--- src/hdl/hte_pkg.sv ---
// Shared types, constants and string helpers for the HTML text escaper.
package hte_pkg;

  localparam int unsigned HOLD_DEPTH = 32;
  localparam int unsigned HOLD_AW    = $clog2(HOLD_DEPTH);
  localparam int unsigned HOLD_CW    = $clog2(HOLD_DEPTH + 1);

  localparam logic [7:0] CH_AMP  = 8'h26;
  localparam logic [7:0] CH_LT   = 8'h3C;
  localparam logic [7:0] CH_GT   = 8'h3E;
  localparam logic [7:0] CH_SEMI = 8'h3B;
  localparam logic [7:0] CH_HASH = 8'h23;
  localparam logic [7:0] CH_A    = 8'h61;
  localparam logic [7:0] CH_M    = 8'h6D;
  localparam logic [7:0] CH_P    = 8'h70;
  localparam logic [7:0] CH_L    = 8'h6C;
  localparam logic [7:0] CH_G    = 8'h67;
  localparam logic [7:0] CH_T    = 8'h74;

  typedef logic [HOLD_CW-1:0] cnt_t;

  typedef struct packed {
    logic [7:0] in_byte;
    logic       text_last;
  } in_t;

  typedef struct packed {
    logic [7:0] out_byte;
    logic       run_last;
    logic       text_end;
  } out_t;

  typedef enum logic [4:0] {
    MODE_PLAIN = 5'b00001,
    MODE_AMP   = 5'b00010,
    MODE_ALPHA = 5'b00100,
    MODE_HASH  = 5'b01000,
    MODE_DIGIT = 5'b10000
  } scan_mode_e;

  typedef enum logic [2:0] {
    STR_AMP,
    STR_AND,
    STR_SEMI,
    STR_LT,
    STR_GT,
    STR_BYTE
  } str_e;

  // Output work for one transaction: leading flush, plain output, closing flush.
  typedef struct packed {
    logic       f1_on;
    logic       f1_acc;
    cnt_t       n1;
    logic       pl_on;
    str_e       pl_kind;
    logic [7:0] pl_byte;
    logic       f2_on;
    cnt_t       n2;
    logic       last;
  } job_t;

  function automatic logic [2:0] str_len(input str_e kind);
    logic [2:0] len;
    case (kind)
      STR_AMP: len = 3'd5;
      STR_LT:  len = 3'd4;
      STR_GT:  len = 3'd4;
      default: len = 3'd1;
    endcase
    return len;
  endfunction

  function automatic logic [7:0] str_char(input str_e kind, input logic [2:0] pos,
                                          input logic [7:0] b);
    logic [7:0] c;
    c = CH_AMP;
    case (kind)
      STR_AMP: begin
        case (pos)
          3'd1:    c = CH_A;
          3'd2:    c = CH_M;
          3'd3:    c = CH_P;
          3'd4:    c = CH_SEMI;
          default: c = CH_AMP;
        endcase
      end
      STR_SEMI: c = CH_SEMI;
      STR_LT: begin
        case (pos)
          3'd1:    c = CH_L;
          3'd2:    c = CH_T;
          3'd3:    c = CH_SEMI;
          default: c = CH_AMP;
        endcase
      end
      STR_GT: begin
        case (pos)
          3'd1:    c = CH_G;
          3'd2:    c = CH_T;
          3'd3:    c = CH_SEMI;
          default: c = CH_AMP;
        endcase
      end
      STR_BYTE: c = b;
      default:  c = CH_AMP;
    endcase
    return c;
  endfunction

endpackage

--- src/hdl/hte_ram.sv ---
// Generic single-port-write, single-port-read RAM with registered read data.
module hte_ram #(
  parameter int unsigned WIDTH = 8,
  parameter int unsigned DEPTH = 32
) (
  input  logic                     clk_i,
  input  logic                     we_i,
  input  logic [$clog2(DEPTH)-1:0] waddr_i,
  input  logic [WIDTH-1:0]         wdata_i,
  input  logic [$clog2(DEPTH)-1:0] raddr_i,
  output logic [WIDTH-1:0]         rdata_o
);

  logic [WIDTH-1:0] mem_q [DEPTH];
  logic [WIDTH-1:0] rdata_q;

  always_ff @(posedge clk_i) begin
    if (we_i) begin
      mem_q[waddr_i] <= wdata_i;
    end
    rdata_q <= mem_q[raddr_i];
  end

  assign rdata_o = rdata_q;

endmodule

--- src/hdl/hte_scan.sv ---
// Classifies one input byte against the scan mode and plans its output work.
module hte_scan (
  input  hte_pkg::scan_mode_e             mode_i,
  input  hte_pkg::cnt_t                   cnt_i,
  input  hte_pkg::in_t                    in_i,
  output hte_pkg::job_t                   job_o,
  output hte_pkg::scan_mode_e             mode_o,
  output hte_pkg::cnt_t                   cnt_o,
  output logic                            wr_en_o,
  output logic [hte_pkg::HOLD_AW-1:0]     wr_addr_o
);

  logic [7:0]          c;
  logic                alpha;
  logic                digit;
  logic                ext;
  logic                acc;
  logic                fail;
  logic                plain;
  logic                room;
  logic                handle_plain;
  hte_pkg::scan_mode_e ext_mode;
  hte_pkg::scan_mode_e mode_n;
  hte_pkg::cnt_t       cnt_n;

  assign c     = in_i.in_byte;
  assign alpha = (c >= 8'h61 && c <= 8'h7A) || (c >= 8'h41 && c <= 8'h5A);
  assign digit = (c >= 8'h30 && c <= 8'h39);
  assign room  = cnt_i < hte_pkg::cnt_t'(hte_pkg::HOLD_DEPTH);

  always_comb begin
    ext      = 1'b0;
    acc      = 1'b0;
    fail     = 1'b0;
    plain    = 1'b0;
    ext_mode = hte_pkg::MODE_PLAIN;
    unique case (mode_i)
      hte_pkg::MODE_AMP: begin
        if (alpha) begin
          ext      = 1'b1;
          ext_mode = hte_pkg::MODE_ALPHA;
        end else if (c == hte_pkg::CH_HASH) begin
          ext      = 1'b1;
          ext_mode = hte_pkg::MODE_HASH;
        end else begin
          fail = 1'b1;
        end
      end
      hte_pkg::MODE_ALPHA: begin
        if (alpha) begin
          ext      = 1'b1;
          ext_mode = hte_pkg::MODE_ALPHA;
        end else if (c == hte_pkg::CH_SEMI) begin
          acc = 1'b1;
        end else begin
          fail = 1'b1;
        end
      end
      hte_pkg::MODE_HASH: begin
        if (digit) begin
          ext      = 1'b1;
          ext_mode = hte_pkg::MODE_DIGIT;
        end else begin
          fail = 1'b1;
        end
      end
      hte_pkg::MODE_DIGIT: begin
        if (digit) begin
          ext      = 1'b1;
          ext_mode = hte_pkg::MODE_DIGIT;
        end else if (c == hte_pkg::CH_SEMI) begin
          acc = 1'b1;
        end else begin
          fail = 1'b1;
        end
      end
      default: plain = 1'b1;
    endcase
  end

  // A full run that would grow fails like any other broken reference.
  assign wr_en_o      = ext && room;
  assign wr_addr_o    = cnt_i[hte_pkg::HOLD_AW-1:0];
  assign handle_plain = plain || fail || (ext && !room);

  always_comb begin
    job_o         = '0;
    job_o.pl_kind = hte_pkg::STR_BYTE;
    job_o.pl_byte = c;
    job_o.last    = in_i.text_last;
    job_o.f1_on   = fail || acc || (ext && !room);
    job_o.f1_acc  = acc;
    job_o.n1      = cnt_i;
    mode_n        = mode_i;
    cnt_n         = cnt_i;
    if (wr_en_o) begin
      mode_n = ext_mode;
      cnt_n  = cnt_i + hte_pkg::cnt_t'(1);
    end
    if (acc) begin
      mode_n = hte_pkg::MODE_PLAIN;
      cnt_n  = '0;
    end
    if (handle_plain) begin
      mode_n = hte_pkg::MODE_PLAIN;
      cnt_n  = '0;
      if (c == hte_pkg::CH_LT) begin
        job_o.pl_on   = 1'b1;
        job_o.pl_kind = hte_pkg::STR_LT;
      end else if (c == hte_pkg::CH_GT) begin
        job_o.pl_on   = 1'b1;
        job_o.pl_kind = hte_pkg::STR_GT;
      end else if (c == hte_pkg::CH_AMP) begin
        mode_n = hte_pkg::MODE_AMP;
        cnt_n  = hte_pkg::cnt_t'(1);
      end else begin
        job_o.pl_on = 1'b1;
      end
    end
    job_o.n2 = cnt_n;
    mode_o   = mode_n;
    cnt_o    = cnt_n;
    if (in_i.text_last && mode_n != hte_pkg::MODE_PLAIN) begin
      job_o.f2_on = 1'b1;
      mode_o      = hte_pkg::MODE_PLAIN;
      cnt_o       = '0;
    end
  end

endmodule

--- src/hdl/html_text_escaper_top.sv ---
// Top level of the HTML text escaper: sequencer, held-run RAM and output register.
// The escaper gives one output byte per clock while the output side takes it. The
// next input transaction is taken in the cycle of the final result, so plain bytes
// stream at one per clock while the output is not stalled. Escapes give 4 or 5
// bytes, and a held run of n bytes is replayed from the held-byte RAM one byte per
// cycle at its read port while the output takes it, plus the "&amp;" or "&" and ";"
// around it.
module html_text_escaper_top (
  input  logic          clk_i,
  input  logic          rst_ni,
  input  logic          in_valid_i,
  output logic          in_ready_o,
  input  hte_pkg::in_t  in_data_i,
  output logic          out_valid_o,
  input  logic          out_ready_i,
  output hte_pkg::out_t out_data_o
);

  typedef enum logic [6:0] {
    ST_IDLE  = 7'b0000001,
    ST_HEAD1 = 7'b0000010,
    ST_HELD1 = 7'b0000100,
    ST_TAIL1 = 7'b0001000,
    ST_PLAIN = 7'b0010000,
    ST_HEAD2 = 7'b0100000,
    ST_HELD2 = 7'b1000000
  } state_e;

  state_e                        state_q, state_d;
  state_e                        seg_next;
  state_e                        start_state;
  state_e                        nx_plain, nx_tail1, nx_held1, nx_head1, nx_head2;
  hte_pkg::scan_mode_e           mode_q, mode_d, scan_mode;
  hte_pkg::cnt_t                 cnt_q, cnt_d, scan_cnt;
  hte_pkg::job_t                 job_q, job_d, scan_job;
  hte_pkg::out_t                 out_q, out_d;
  logic                          out_valid_q, out_valid_d;
  logic [2:0]                    pos_q, pos_d;
  logic [hte_pkg::HOLD_AW-1:0]   idx_q, idx_d;
  logic [hte_pkg::HOLD_AW-1:0]   wr_addr;
  logic                          scan_wr;
  logic [7:0]                    rd_data;
  logic [7:0]                    emit_byte;
  hte_pkg::str_e                 kind;
  hte_pkg::cnt_t                 held_n;
  logic                          is_held;
  logic                          slot_free;
  logic                          emit;
  logic                          seg_done;
  logic                          run_end;
  logic                          accept;

  hte_scan u_scan (
    .mode_i    (mode_q),
    .cnt_i     (cnt_q),
    .in_i      (in_data_i),
    .job_o     (scan_job),
    .mode_o    (scan_mode),
    .cnt_o     (scan_cnt),
    .wr_en_o   (scan_wr),
    .wr_addr_o (wr_addr)
  );

  hte_ram #(
    .WIDTH (8),
    .DEPTH (hte_pkg::HOLD_DEPTH)
  ) u_held (
    .clk_i   (clk_i),
    .we_i    (accept && scan_wr),
    .waddr_i (wr_addr),
    .wdata_i (in_data_i.in_byte),
    .raddr_i (idx_d),
    .rdata_o (rd_data)
  );

  assign nx_plain = job_q.f2_on ? ST_HEAD2 : ST_IDLE;
  assign nx_tail1 = job_q.pl_on ? ST_PLAIN : nx_plain;
  assign nx_held1 = job_q.f1_acc ? ST_TAIL1 : nx_tail1;
  assign nx_head1 = (job_q.n1 > hte_pkg::cnt_t'(1)) ? ST_HELD1 : nx_held1;
  assign nx_head2 = (job_q.n2 > hte_pkg::cnt_t'(1)) ? ST_HELD2 : ST_IDLE;

  assign start_state = scan_job.f1_on ? ST_HEAD1 :
                       scan_job.pl_on ? ST_PLAIN :
                       scan_job.f2_on ? ST_HEAD2 : ST_IDLE;

  always_comb begin
    kind     = hte_pkg::STR_AMP;
    seg_next = ST_IDLE;
    unique case (state_q)
      ST_HEAD1: begin
        kind     = job_q.f1_acc ? hte_pkg::STR_AND : hte_pkg::STR_AMP;
        seg_next = nx_head1;
      end
      ST_HELD1: seg_next = nx_held1;
      ST_TAIL1: begin
        kind     = hte_pkg::STR_SEMI;
        seg_next = nx_tail1;
      end
      ST_PLAIN: begin
        kind     = job_q.pl_kind;
        seg_next = nx_plain;
      end
      ST_HEAD2: seg_next = nx_head2;
      default:  seg_next = ST_IDLE;
    endcase
  end

  // Held entry 0 stands for the '&', which is never written; the head string produces it instead.
  assign is_held   = (state_q == ST_HELD1) || (state_q == ST_HELD2);
  assign held_n    = (state_q == ST_HELD2) ? job_q.n2 : job_q.n1;
  assign seg_done  = is_held ? (hte_pkg::cnt_t'(idx_q) + hte_pkg::cnt_t'(1) == held_n)
                             : (pos_q == hte_pkg::str_len(kind) - 3'd1);
  assign emit_byte = is_held ? rd_data : hte_pkg::str_char(kind, pos_q, job_q.pl_byte);
  assign slot_free = !out_valid_q || out_ready_i;
  assign emit      = (state_q != ST_IDLE) && slot_free;
  assign run_end   = seg_done && (seg_next == ST_IDLE);
  assign in_ready_o = (state_q == ST_IDLE) || (emit && run_end);
  assign accept    = in_valid_i && in_ready_o;

  always_comb begin
    state_d     = state_q;
    pos_d       = pos_q;
    idx_d       = idx_q;
    job_d       = job_q;
    mode_d      = mode_q;
    cnt_d       = cnt_q;
    out_d       = out_q;
    out_valid_d = out_valid_q && !out_ready_i;
    // Outside a replay the read port keeps refetching entry 1, so a byte
    // written at acceptance is seen before any replay starts.
    if (!is_held) begin
      idx_d = hte_pkg::HOLD_AW'(1);
    end
    if (emit) begin
      out_valid_d      = 1'b1;
      out_d.out_byte   = emit_byte;
      out_d.run_last   = run_end;
      out_d.text_end   = run_end && job_q.last;
      if (seg_done) begin
        state_d = seg_next;
        pos_d   = '0;
      end else if (is_held) begin
        idx_d = idx_q + hte_pkg::HOLD_AW'(1);
      end else begin
        pos_d = pos_q + 3'd1;
      end
    end
    if (accept) begin
      job_d   = scan_job;
      mode_d  = scan_mode;
      cnt_d   = scan_cnt;
      state_d = start_state;
      pos_d   = '0;
    end
  end

  always_ff @(posedge clk_i or negedge rst_ni) begin
    if (!rst_ni) begin
      state_q     <= ST_IDLE;
      mode_q      <= hte_pkg::MODE_PLAIN;
      cnt_q       <= '0;
      out_valid_q <= 1'b0;
      pos_q       <= '0;
      idx_q       <= hte_pkg::HOLD_AW'(1);
    end else begin
      state_q     <= state_d;
      mode_q      <= mode_d;
      cnt_q       <= cnt_d;
      out_valid_q <= out_valid_d;
      pos_q       <= pos_d;
      idx_q       <= idx_d;
    end
  end

  always_ff @(posedge clk_i) begin
    job_q <= job_d;
    out_q <= out_d;
  end

  assign out_valid_o = out_valid_q;
  assign out_data_o  = out_q;

  a_cnt_bound: assert property (@(posedge clk_i) disable iff (!rst_ni)
    cnt_q <= hte_pkg::cnt_t'(hte_pkg::HOLD_DEPTH))
    else $error("held count beyond hold depth");

  a_mode_cnt: assert property (@(posedge clk_i) disable iff (!rst_ni)
    (mode_q == hte_pkg::MODE_PLAIN) == (cnt_q == '0))
    else $error("scan mode and held count disagree");

  a_replay_idx: assert property (@(posedge clk_i) disable iff (!rst_ni)
    is_held |-> (idx_q != '0) && (hte_pkg::cnt_t'(idx_q) < held_n))
    else $error("replay index outside held run");

  a_replay_stall: assert property (@(posedge clk_i) disable iff (!rst_ni)
    (is_held && !slot_free) |=> (idx_q == $past(idx_q)) && $stable(state_q))
    else $error("replay advanced while output stalled");

endmodule
--- config.mk ---
export PLATFORM = sky130hd
export DESIGN_NAME = html_text_escaper_top
export DESIGN_NICKNAME = d
export VERILOG_FILES = /design/src/hdl/hte_pkg.sv /design/src/hdl/hte_ram.sv /design/src/hdl/hte_scan.sv /design/src/hdl/html_text_escaper_top.sv
export SDC_FILE = /design/constraint.sdc
export NUM_CORES = 1
export LEC_CHECK = 0
export BUFFER_PORTS_ARGS = -buffer_cell sky130_fd_sc_hd__buf_2
export CORE_MARGIN = 2
export CORE_UTILIZATION = 63
export DETAILED_ROUTE_END_ITERATION = 12
export PLACE_DENSITY = 0.91
export SYNTH_ARGS = -nofsm -noshare
export SYNTH_HDL_FRONTEND = slang
export SYNTH_SLANG_ARGS = --single-unit
export TNS_END_PERCENT = 30
--- constraint.sdc ---
create_clock -name clk_i -period 4.9 [get_ports clk_i]
set_input_delay 0.245 -clock clk_i [delete_from_list [all_inputs] [get_ports clk_i]]
set_output_delay 0.245 -clock clk_i [all_outputs]
set_load 0.02 [all_outputs]
Word level (Yosys, flattened, before mapping)
Memories as Yosys holds them, arrays and structs flattened. A register that Yosys moved wholly into a read port is not among the register bits.
Index checks and enable logic that the tools add are counted.

word-level totals
  register bits = 64
  output and inout bits = 12
  input bits = 13
  memories = 1
  bits in latches = 0
  memory bits (writable) = 256
  memory bits (read-only) = 0

operators by class
  $lt $le $gt $ge = 9
  shift operators = 0
  bitwise operators = 1
  multiplexer cells = 75
  equality and inequality tests = 30
  $mul = 0
  reductions and logical operators = 33
  div/mod/pow operators = 0
  add/subtract/negate cells = 5

memories
  name          depth  width  read ports  clocked after Yosys merged registers in  write ports  line           source
  u_held.mem_q  32     8      1           1                                        1            hte_ram.sv:14  logic [WIDTH-1:0] mem_q [DEPTH];

operators with widths
  kind                                                                                  number
  6-bit two-way mux                                                                     14
  5-bit two-way mux                                                                     12
  7-bit one-hot mux with 3 select lines                                                 2
  8-bit by 6-bit == test with 1-bit output (second input constant)                      5
  8-bit one-hot mux with 5 select lines                                                 1
  7-bit one-hot mux with 5 select lines                                                 1
  7-bit two-way mux                                                                     4
  7-bit one-hot mux with 4 select lines                                                 1
  1-bit two-way mux                                                                     24
  8-bit by 7-bit greater-or-equal comparator with 1-bit output (second input constant)  2
  8-bit by 7-bit <= comparator with 1-bit output (second input constant)                2
  3-bit two-way mux                                                                     5
  5-bit one-hot mux with 3 select lines                                                 1
  7-bit by 1-bit == test with 1-bit output (second input constant)                      2
  1-bit logical AND                                                                     13
  3-bit by 2-bit == test with 1-bit output (second input constant)                      4
  6-bit by 1-bit > comparator with 1-bit output (second input constant)                 2
  4-bit two-way mux                                                                     3
  3-bit == test (second input constant)                                                 3
  3-bit one-hot mux with 3 select lines                                                 1
  8-bit by 6-bit greater-or-equal comparator with 1-bit output (second input constant)  1
  8-bit by 6-bit <= comparator with 1-bit output (second input constant)                1
  1-bit logical OR                                                                      8
  8-bit two-way mux                                                                     1
  34 further kinds                                                                      40

Logic depth before layout (Yosys ltp)
Gate-level depths: netlist of the first run.

  depth after elaboration = 16
  gate-level depth with buffers = 16
  gate-level depth less buffers = 12

Cells and area by module
Synthesis of the first run repeated with hierarchy kept, for this count alone.

unflattened totals
  cells, all modules = 819
  area total of the unflattened synthesis = 14,232.4 µm²

modules (own cells, without submodules)
  module                 area each (µm²)  cells an instance  instances
  hte_ram                10,053.4         417                1
  html_text_escaper_top  3,462.1          296                1
  hte_scan               716.9            106                1

Worst setup path after synthesis of the first run
No wires, ideal clock.

  path kind = register to register
  start point = reg state_q[5]
  end point = mem u_held.mem_q[15][0], enable pin
  data arrival time = 3,659 ps
  stages on the path, launching flop included = 13
  buffers on the path = 3
  slack = 858 ps
  cell sequence = dfrtp_1 > buf_2 > or4_4 > buf_6 > nor4b_2 > o21ba_2 > o2111a_1 > o21ai_0 > mux2_2 > o31ai_4 > nand2_1 > clkbuf_1 > nor3_1

on the way
  cells in the longest elaborated chain, start to end = 15
  elaborated cells between the ends (all ways) = 30
  classes of those cells = add/sub: 1; eq/ne: 13; mux: 7; reduce/logical: 9

RTL lines
  what                                                                       line                          source
  start, declared                                                            html_text_escaper_top.sv:29   state_e state_q, state_d;
  start signal, assigned                                                     html_text_escaper_top.sv:166  state_q <= state_d;
  7-bit by 5-bit == test with 1-bit output (tied with other cells)           html_text_escaper_top.sv:89   unique case (state_q)
  3-bit one-hot mux with 3 select lines                                      html_text_escaper_top.sv:89
  3-bit == test or 3-bit by 2-bit == test with 1-bit output (tied branches)  hte_pkg.sv:65                 case (kind)
  2-bit OR reduction (no line)                                               n/a
  3-bit one-hot mux with 2 select lines                                      hte_pkg.sv:65
  3-bit by 1-bit subtractor with 3-bit output                                html_text_escaper_top.sv:112  : (pos_q == hte_pkg::str_len(kind) - 3'd1);
  3-bit == test                                                              html_text_escaper_top.sv:112
  1-bit two-way mux                                                          html_text_escaper_top.sv:111  assign seg_done = is_held ? (hte_pkg::cnt_t'(idx_q) + hte_pkg::cnt_t'(1) == held_n)
  1-bit logical AND                                                          html_text_escaper_top.sv:116  assign run_end = seg_done && (seg_next == ST_IDLE);
  1-bit logical AND                                                          html_text_escaper_top.sv:117  assign in_ready_o = (state_q == ST_IDLE) || (emit && run_end);
  1-bit logical OR *                                                         html_text_escaper_top.sv:117
  via in_ready_o                                                             html_text_escaper_top.sv:12   output logic in_ready_o,
  1-bit logical AND *                                                        html_text_escaper_top.sv:118  assign accept = in_valid_i && in_ready_o;
  1-bit logical AND *                                                        html_text_escaper_top.sv:69   .we_i (accept && scan_wr),
  1-bit two-way mux *                                                        hte_ram.sv:18                 if (we_i) begin
  1-bit two-way mux (not written as such) *                                  hte_ram.sv:19                 mem_q[waddr_i] <= wdata_i;
  end, declared                                                              hte_ram.sv:14

The timed path passes the listed nets; every way through them passes the cells marked *.

Worst setup path in the final report of the first run
  start point = reg state_q[1]
  end point = reg u_held.rdata_q[6], in the netlist u_held.rdata_o[6], read port of u_held.mem_q

on the way
  cells in the longest elaborated chain, start to end = 10
  elaborated cells between the ends (all ways) = 23
  classes of those cells = add/sub: 1; eq/ne: 10; mux: 8; reduce/logical: 4

RTL lines
  what                                                                       line                          source
  7-bit by 5-bit == test with 1-bit output (tied with other cells)           html_text_escaper_top.sv:89
  3-bit one-hot mux with 3 select lines                                      html_text_escaper_top.sv:89
  3-bit == test or 3-bit by 2-bit == test with 1-bit output (tied branches)  hte_pkg.sv:65
  2-bit OR reduction (no line)                                               n/a
  3-bit one-hot mux with 2 select lines                                      hte_pkg.sv:65
  3-bit by 1-bit subtractor with 3-bit output                                html_text_escaper_top.sv:112
  3-bit == test                                                              html_text_escaper_top.sv:112
  1-bit two-way mux                                                          html_text_escaper_top.sv:111
  5-bit two-way mux                                                          html_text_escaper_top.sv:139  if (seg_done) begin
  5-bit two-way mux *                                                        html_text_escaper_top.sv:134  if (emit) begin
  end, declared                                                              hte_ram.sv:15                 logic [WIDTH-1:0] rdata_q;

Every way passes the cells marked *; elsewhere a longest branch is shown, timed or not.
A chain may end at the register's enable or synchronous reset.

==> summary.txt, run 1 <==
Final layout
  – Layout cell share with drive strength beyond 1: 12.4%
  – Finished Cell Area: 16,400 sq um
  – Nets@finish: 1,225
  – Antenna cells: 0
  – Synth-to-Final Area Change: 10.4%

CTS
  – Root Driver: clkbuf_16
  – CTS sink cnt: 328
  – CTS HTree Levels: 1
  – Worst skew pair latency: 0.58 ns
  – CTS tree: yes
  – CTS Buf Count: 31
  – Clock Tree Buf Depth: 3
  – Clock transition at path regs: 0.06 ns

STA
  – Slew Viols, Final: 0
  – Clk_skew: 0.0231 ns
  – Fmax: 213 MHz
  – Fin crit share: 95.8%
  – Final hold vios: 0
  – Rel. slew slack: 37.8%
  – RSZ-0062 raised after global routing: no
  – Final setup viols: 0
  – Least-Margin Pin Slew: 0.909 ns
  – Min Hold Slack: 0.0488 ns
  – Setup TNS Final: 0 ns
  – Final min period: 4.69 ns

Global routing
  – Largest net degree at the start of global routing: 55
  – Antenna violations before repair: 1
  – Global-route wire length before repair: 58,200 microns
  – Via count of the first global-routing pass: 10,385
  – Remaining global-route overflow: 0
  – Overall routing resource usage: 31.2%

Synth
  – Number of enable flip-flop cells after synthesis: 293
  – Asr flop ratio synth: 8.23%
  – Yosys warnings: 0
  – Post-synthesis adder-cell area fraction: 0.843%
  – Fraction of the mapped netlist area in simple logic gates: 14.2%
  – Syn Area/Cell: 12.6 sq um
  – Mapped Cells: 1,174
  – Largest family of logic cells by synthesized area: simple AND/OR/NAND/NOR gates
  – Xor and xnor area share after synthesis: 0.767%
  – Seq/Total Area, Yosys: 64.9%
  – Compound-Gate Fraction of Synth Area: 10.3%
  – Primary FF master, synth: edfxtp_1
  – Number of synthesized register bits: 328
  – Yosys top cell by area: edfxtp_1
  – Multiplexer share of the synthesized area: 5.33%
  – Synthesized net count: 1,197
  – Yosys top cell area share: 59.3%
  – Ranking of synthesized cells by area: edfxtp_1 59%, mux2i_1 4.9%, dfrtp_1 4.0%
  – Cell Area, Synth: 14,800 sq um
  – Synth cell types: 82

Floorplan
  – Die Span Y: 158 microns
  – Core Area: 23,300 sq um
  – # rows: 56
  – I/O Pins: 25
  – DIE AREA: 24,800 sq um
  – Die width: 158 microns
  – Starting Density: 63.6%

Worst setup path
  – Startpoint Class: flop
  – Crit path kind: reg -> reg
  – Maximum fanout along the worst path: 35
  – Worst EP required: 5.39 ns
  – Crit path DAT: 5.18 ns
  – Crit. End Element: flop

Place
  – HPWL Detailed: 24,100 microns
  – Routability congestion estimate: 0.986
  – Area after DPL: 15,300 sq um
  – I/O Buffers: 24

Detailed routing
  – Initial detailed-routing violation count: 1,585
  – Drt drc: 0
  – Vias: 10,588
  – Via/cell ratio: 6.85
  – Drt pass-1 iters: 6
  – Wirelength, routed: 37,900 microns
  – Drt wl/cell: 24.5 microns
  – Antenna Nets Post-Route: 0

Pwr
  – Pwr dens: 480 nW/um^2
  – Lkg Pwr: 5.44 nW
  – Worst VDD drop: 0.000324 V

Min path
  – Worst min path class: in -> reg

Job
  – Max cap viols: 0

Status
  – Status: complete, no violations
[cell usage in the layout (no fill, tap or decap), types with 22 or more instances in the layout]
| cell | instances |
|---|---|
| mux2i_1 | 72 |
| inv_1 | 28 |
| nor2_1 | 85 |
| nand2_1 | 155 |
| clkbuf_16 | 31 |
| buf_2 | 24 |
| a221oi_1 | 22 |
| o21ai_0 | 33 |
| dfrtp_1 | 24 |
| nand3_1 | 81 |
| edfxtp_1 | 293 |
| buf_4 | 40 |
| a21oi_1 | 29 |
[cell usage after synthesis, drive strengths merged (8+ instances only)]
library cell  instances
mux2i                73
a211oi               16
nand4                 9
nor2                 87
dfxtp                 8
and3                 11
nor3                 20
xnor2                 8
a32oi                21
a221oi               22
ha                   10
o21ai                39
a2111oi              17
nand3                82
nand2b                8
a21oi                29
edfxtp              293
nand3b               12
inv                  31
buf                  44
nand2               155
dfrtp                24
or3                   9
clkbuf               32
[cell families after synthesis]
kind of cell,after synthesis
buffers and inverters,108
flip-flops,328
XOR/XNOR,13
AO/OA/AOI/OAI,204
adder cells (fa/ha/maj),10
AND/OR/NAND/NOR,433
multiplexers,78
[stage by stage]
step / worst slack [ns] / cells / utilization (%) / power [mW]
floorplan: 0.858 / 1174 / - / 4.88
global placement: 0.627 / 1485 / 65.7 / 5.33
detailed placement: 0.396 / 1485 / 65.7 / 5.41
CTS: 0.336 / 1545 / 70.2 / 7.81
global route: 0.0250 / 1545 / 70.2 / 8.17
finish: 0.208 / 1545 / 70.2 / 7.87
[state kept, by name, summed over array words and instances (netlist names)]
name / flops
u_held.mem_q: 256
job_q: 27
out_data_o: 10
u_held.rdata_o: 8
state_q: 7
cnt_q: 6
idx_q: 5
mode_q: 5
pos_q: 3
out_valid_o: 1
[report_power, final]
group	switching [mW]	internal [mW]	leakage (nW)
logic	1.30	0.681	1.88
clock network	1.02	1.41	0.497
registers	0.176	3.28	3.06
total	2.49	5.37	5.44
[critical path, cell delays in order (launching register included)]
cell and delay [ns]:
dfrtp_1 0.52, nor4_4 0.52, a21boi_0 0.21, or3_1 0.37, a22oi_1 0.39, nand3_2 0.24, a22o_4 0.45, inv_2 0.50
a221oi_1 0.18, a2111oi_0 0.83, a221oi_1 0.22, o2111ai_1 0.18
[repair_timing]
item	4_1_cts	5_1_grt
hold endpoints to repair	31	0
resized for setup	0	1
setup buffers	0	0
hold buffers	3	0
setup endpoints to repair	0	3
[path summary, 6_finish.rpt]
kind                              start             endpoint  slack, ns  cells after the start
max                          state_q[1]    u_held.rdata_o[6]       0.21                     11
max in group asynchronous        rst_ni             pos_q[1]       4.14                      2
min                        in_data_i[5]  u_held.mem_q[30][4]       0.05                      1
min in group asynchronous        rst_ni             cnt_q[2]       0.31                      2
min reg2reg                   mode_q[0]            mode_q[0]       0.52                      2
max reg2reg                  state_q[1]    u_held.rdata_o[6]       0.21                     11
[layer usage]
| layer | routed length (microns) | global-route usage, % | part of all wire (%) |
|---|---|---|---|
| met5 | 19 | 0 | 0.050 |
| met4 | 1880 | 12.8 | 5.0 |
| met3 | 4280 | 5.97 | 11 |
| met2 | 17700 | 49.9 | 47 |
| met1 | 14100 | 42.4 | 37 |
[cell type report]
cell class / instances / area (sq um)
Fill cell: 1488 / 6940
Inverter: 32 / 121
Timing Repair Buffer: 71 / 522
Sequential cell: 328 / 9640
Clock inverter: 17 / 190
Tap cell: 319 / 399
Multi-Input combinational cell: 738 / 4680
Clock buffer: 40 / 840
(Power assumes the default switching activity.)
==> run 2, diff against run 1 <==
--- a/config.mk
+++ b/config.mk
@@ -8,6 +8,7 @@
 export BUFFER_PORTS_ARGS = -buffer_cell sky130_fd_sc_hd__buf_2
 export CORE_MARGIN = 2
 export CORE_UTILIZATION = 63
+export CTS_CLUSTER_SIZE = 12
 export DETAILED_ROUTE_END_ITERATION = 12
 export PLACE_DENSITY = 0.91
 export SYNTH_ARGS = -nofsm -noshare
==> constraint.sdc (replaced) <==
create_clock -name clk_i -period 5.25 [get_ports clk_i]
set_input_delay 0.2625 -clock clk_i [delete_from_list [all_inputs] [get_ports clk_i]]
set_output_delay 0.2625 -clock clk_i [all_outputs]
set_load 0.02 [all_outputs]
==> run 2 against run 1 <==
Effect of this change: register-to-register slack improved by 0.14 ns; sequential share of layout area did not move; count of clock-buffer cells in the layout rose by 14; routed wire length fell by 1.2%; die area did not move; setup slack improved by 0.14 ns; via count rose by 0.40%; sequential cell count did not move; power fell by 5.5%; combinational power fell by 7%; clock skew fell by 0.0025 ns; critical path type unchanged; critical endpoint is now u_held.rdata_o[1]; largest cell class unchanged.
==> summary.txt, run 2 (same netlist as run 1, synthesis figures left out) <==
CTS
  – Clock transition at path regs: 0.06 ns
  – Clock Tree Buf Depth: 3
  – CTS HTree Levels: 2
  – Worst skew pair latency: 0.52 ns
  – CTS Buf Count: 35
  – CTS sink cnt: 328
  – Root Driver: clkbuf_16
  – CTS tree: yes
  – Setup bufs post-CTS: 0

Detailed routing
  – Wirelength, routed: 37,500 microns
  – Initial detailed-routing violation count: 1,803
  – Drt drc: 0
  – Drt pass-1 iters: 9
  – Via/cell ratio: 6.89
  – Vias: 10,630
  – Antenna Nets Post-Route: 0
  – Drt wl/cell: 24.3 microns

Worst setup path
  – Delay-heaviest family, CP: compound AO/OA/AOI/OAI gates
  – CP startpoint: state_q[1]
  – Critical-path top delay cell: a2111oi_1
  – Crit path kind: reg -> reg
  – Worst Setup EP: u_held.rdata_o[1]
  – Startpoint Class: flop
  – Worst EP required: 5.62 ns
  – Reg2Reg Setup Slack: 0.34 ns
  – R2r endpoint: u_held.rdata_o[1]
  – Levels on crit path: 13
  – Most used cell, CP: buf_4
  – Critical Path Max Stage Delay: 0.56 ns
  – Crit. End Element: flop
  – Maximum fanout along the worst path: 25
  – FF-to-FF Start: state_q[1]
  – R2R depth: 13
  – CP cell instances: buf_4, nor4_4, a21boi_0, or3_1, a22oi_1, a31oi_2, mux2_4, clkinv_2, buf_4, a2111oi_1, a211oi_1, a32oi_1, nand4_1
  – CP Buf/Inv Count: 3
  – Crit path DAT: 5.28 ns

Floorplan
  – Core Area: 23,300 sq um
  – Starting Density: 63.6%
  – Die width: 158 microns
  – DIE AREA: 24,800 sq um
  – I/O Pins: 25
  – Die Span Y: 158 microns
  – # rows: 56

STA
  – Rel. slew slack: 30.8%
  – Setup TNS Final: 0 ns
  – Final min period: 4.91 ns
  – RSZ-0062 raised after global routing: no
  – Least-Margin Pin Slew: 1.03 ns
  – Fmax: 204 MHz
  – Slew Viols, Final: 0
  – Final hold vios: 0
  – Fin crit share: 93.4%
  – Final setup viols: 0
  – Clk_skew: 0.0207 ns

Global routing
  – GRT met3 Usage: 7.02%
  – GRT busiest layer: met2
  – Met2 usage: 48.6%
  – Overall routing resource usage: 30.9%
  – Largest net degree at the start of global routing: 39
  – Via count of the first global-routing pass: 10,012
  – Global-route wire length before repair: 57,300 microns
  – Remaining global-route overflow: 0
  – GR met1 Demand/Resource: 42.3%
  – Antenna violations before repair: 1

Job
  – Max cap viols: 0

Pwr
  – Clock share of power: 31.9%
  – Share of power burned in registers: 43.3%
  – Total power: 7.43 mW
  – Sw frac: 31.4%
  – Worst VDD drop: 0.000323 V
  – Psw: 2.34 mW
  – Logic pwr share: 24.8%
  – Pwr dens: 454 nW/um^2
  – Internal power: 5.10 mW
  – Lkg Pwr: 5.44 nW

Final layout
  – Synth-to-Final Area Change: 10.4%
  – Commonest non-fill, non-tap cell in the layout: edfxtp_1
  – Top reg by flops: u_held.mem_q
  – Nets@finish: 1,223
  – Post-layout util: 70.2%
  – Max reg flops: 256
  – Fillcell total: 1,464
  – Most frequent cells in the layout: 293 x edfxtp_1, 155 x nand2_1, 85 x nor2_1, 81 x nand3_1, 72 x mux2i_1
  – Antenna cells: 0
  – Layout cell share with drive strength beyond 1: 12.2%

Min path
  – Worst min path class: in -> reg

Place
  – Routability congestion estimate: 0.970
  – HPWL Detailed: 23,700 microns
  – I/O Buffers: 24

Status
  – Status: complete, no violations
run 2: final cells by class:
| type | instances | area [sq um] | area share (%) |
|---|---|---|---|
| Clock inverter | 7 | 72.6 | 0.443 |
| Sequential cell | 328 | 9640 | 58.8 |
| Inverter | 32 | 121 | 0.741 |
| Clock buffer | 54 | 1030 | 6.28 |
| Multi-Input combinational cell | 738 | 4690 | 28.6 |
| Timing Repair Buffer | 65 | 443 | 2.70 |
| Tap cell | 319 | 399 | 2.44 |
run 2: stage by stage:
| stage | instance area (sq um) | hold WS [ns] | setup slack [ns] | instances |
|---|---|---|---|---|
| final | 16400 | 0.0528 | 0.345 | 1543 |
| after global placement | 15300 | 0.328 | 0.448 | 1481 |
| after floorplan | 14800 | -0.0331 | 1.21 | 1174 |
| after CTS | 16400 | 0.0427 | 0.339 | 1543 |
| after global routing | 16400 | 0.0655 | 0.235 | 1543 |
| after detailed placement | 15300 | 0.329 | 0.387 | 1481 |
run 2: layer usage:
layer,part of all wire [%],up-vias
li1,-,4522
met1,36,5050
met2,46,877
met3,13,181
met4,4.6,0
met5,0,-
run 2: what timing repair did:
action                     CTS  global route
hold buffers                 1             0
resized for setup            0             3
hold endpoints to repair    24             0
setup endpoints to repair    0             1
run 2: power groups by stage:
stage | registers (mW) | logic [mW] | clock network, mW
floorplan | 3.23 | 1.32 | 0
global placement | 3.26 | 1.73 | 0
detailed placement | 3.26 | 1.77 | 0
CTS | 3.21 | 1.79 | 2.38
global route | 3.23 | 1.99 | 2.48
finish | 3.22 | 1.84 | 2.37
run 2: worst min path at each step:
stage	from	to	slack (ns)	cells after the start
after floorplan	rst_ni	cnt_q[0]	-0.03	0
after global placement	rst_ni	mode_q[3]	0.33	1
after detailed placement	rst_ni	mode_q[2]	0.33	1
after CTS	in_data_i[0]	job_q[0]	0.04	1
after global routing	in_data_i[0]	job_q[0]	0.07	1
final	in_data_i[0]	job_q[0]	0.05	1
==> run 3, diff against run 2 <==
--- a/config.mk
+++ b/config.mk
@@ -6,6 +6,7 @@
 export NUM_CORES = 1
 export LEC_CHECK = 0
 export BUFFER_PORTS_ARGS = -buffer_cell sky130_fd_sc_hd__buf_2
+export CORE_ASPECT_RATIO = 0.7
 export CORE_MARGIN = 2
 export CORE_UTILIZATION = 63
 export CTS_CLUSTER_SIZE = 12
==> run 3 against run 2 <==
Effect of this change: final cell count up 0.26%; register-to-register slack better by 0.11 ns; sequential power about the same; critical path type unchanged; highest routed layer is now met5.
==> summary.txt, run 3 (same netlist as run 1, synthesis figures left out) <==
Final layout
  – Commonest non-fill, non-tap cell in the layout: edfxtp_1
  – Layout cell share with drive strength beyond 1: 12.1%
  – Post-layout util: 71.1%
  – Synth-to-Final Area Change: 9.69%
  – Finished Cell Area: 16,300 sq um
  – Antenna cells: 0
  – Top reg by flops: u_held.mem_q
  – Nets@finish: 1,233
  – Most frequent cells in the layout: 293 x edfxtp_1, 155 x nand2_1, 85 x nor2_1, 81 x nand3_1, 72 x mux2i_1
  – Filler-free cell count of the finished design: 1,547
  – Max reg flops: 256

Detailed routing
  – Wirelength, routed: 38,500 microns
  – Drt drc: 0
  – Via/cell ratio: 6.90
  – Drt pass-1 iters: 7
  – Initial detailed-routing violation count: 1,560
  – Drt wl/cell: 24.9 microns
  – Vias: 10,668
  – Antenna Nets Post-Route: 0

Pwr
  – Share of power burned in registers: 45.3%
  – Lkg Pwr: 5.40 nW
  – Internal power: 4.81 mW
  – Pwr dens: 439 nW/um^2
  – Psw: 2.33 mW
  – Clock share of power: 28.6%
  – Logic pwr share: 26.1%
  – Worst VDD drop: 0.000332 V
  – Sw frac: 32.7%

STA
  – Fmax: 208 MHz
  – Final min period: 4.80 ns
  – Setup TNS Final: 0 ns
  – Final hold vios: 0
  – Final setup viols: 0
  – Worst Slack Setup Final: 0.453 ns
  – Least-Margin Pin Slew: 0.889 ns
  – Fin crit share: 91.4%
  – Slew Viols, Final: 0
  – Rel. slew slack: 40.7%
  – Clk_skew: 0.0184 ns
  – RSZ-0062 raised after global routing: no

Floorplan
  – Starting Density: 64.8%
  – Die width: 187 microns
  – DIE AREA: 24,800 sq um
  – Die Span Y: 132 microns
  – Core Area: 22,900 sq um
  – I/O Pins: 25
  – # rows: 46

Place
  – Area after DPL: 15,400 sq um
  – Placed insts: 1,487
  – Pre-CTS setup slack: 0.697 ns
  – Routability congestion estimate: 0.976
  – I/O Buffers: 24
  – HPWL Detailed: 24,700 microns

CTS
  – CTS resizes: 0
  – Setup bufs post-CTS: 0
  – CTS tree: yes
  – Clock transition at path regs: 0.06 ns
  – CTS HTree Levels: 1
  – Clock Tree Buf Depth: 3
  – CTS Buf Count: 31
  – Root Driver: clkbuf_16
  – Worst skew pair latency: 0.57 ns
  – CTS sink cnt: 328

Worst setup path
  – Maximum fanout along the worst path: 33
  – Startpoint Class: flop
  – Critical-path top delay cell: a221oi_1
  – Critical Path Max Stage Delay: 0.59 ns
  – Crit path DAT: 5.21 ns
  – Most used cell, CP: a22oi_1
  – Worst EP required: 5.67 ns
  – Crit. End Element: flop
  – CP Buf/Inv Count: 1
  – Delay-heaviest family, CP: compound AO/OA/AOI/OAI gates
  – Crit path kind: reg -> reg
  – CP cell instances: nor4_4, a21boi_0, or3_1, a22oi_1, a31o_2, a22o_4, inv_2, a21oi_1, a22oi_1, a221oi_1, o211ai_1

Global routing
  – Largest net degree at the start of global routing: 41
  – Global-route wire length before repair: 58,600 microns
  – Remaining global-route overflow: 0
  – Antenna violations before repair: 1
  – Overall routing resource usage: 31.1%
  – Via count of the first global-routing pass: 10,049

Min path
  – Worst min path class: in -> reg

Status
  – Status: complete, no violations

Job
  – Max cap viols: 0
[run 3: repair_timing]
action | in CTS | in global routing
endpoints found under the setup margin | 0 | 0
endpoints found under the hold margin | 25 | 0
hold buffers | 2 | 0
[run 3: stage by stage]
stage	power (mW)	hold slack, ns
CTS	7.09	0.0194
global route	7.37	0.0412
global placement	4.96	0.326
floorplan	4.55	-0.0331
finish	7.14	0.0437
detailed placement	5.06	0.338
[run 3: power by group through the flow]
stage	Clock [mW]	Combinational [mW]	Sequential, mW
floorplan	0	1.32	3.23
global placement	0	1.70	3.27
detailed placement	0	1.78	3.28
CTS	2.05	1.81	3.23
global route	2.14	1.97	3.25
finish	2.04	1.87	3.24
[run 3: worst paths after layout]
kind                         startpoint                 to  slack, ns  cells after the start
max                          state_q[1]  u_held.rdata_o[2]       0.45                     11
min                        in_data_i[0]          mode_q[2]       0.04                      2
max reg2reg                  state_q[1]  u_held.rdata_o[2]       0.45                     11
min reg2reg                   mode_q[0]          mode_q[0]       0.51                      2
max in group asynchronous        rst_ni           cnt_q[1]       4.48                      2
min in group asynchronous        rst_ni           idx_q[1]       0.30                      2
[run 3: area by class of cell]
class                      count  area (sq um)
clock buffer                  56           880
inverter                      32           121
fill                        1509          6620
clock inverter                 2          13.8
tap                          312           390
timing repair buffer          79           563
sequential                   328          9640
multi-input combinational    738          4680
[run 3: layer usage]
layer / GRT usage (%) / up-vias / part of all wire [%]
met5: 1.15 / - / 0.099
met4: 9.62 / 2 / 3.3
met3: 11.4 / 131 / 16
met2: 45.9 / 899 / 44
met1: 43.4 / 5086 / 37
li1: - / 4550 / -
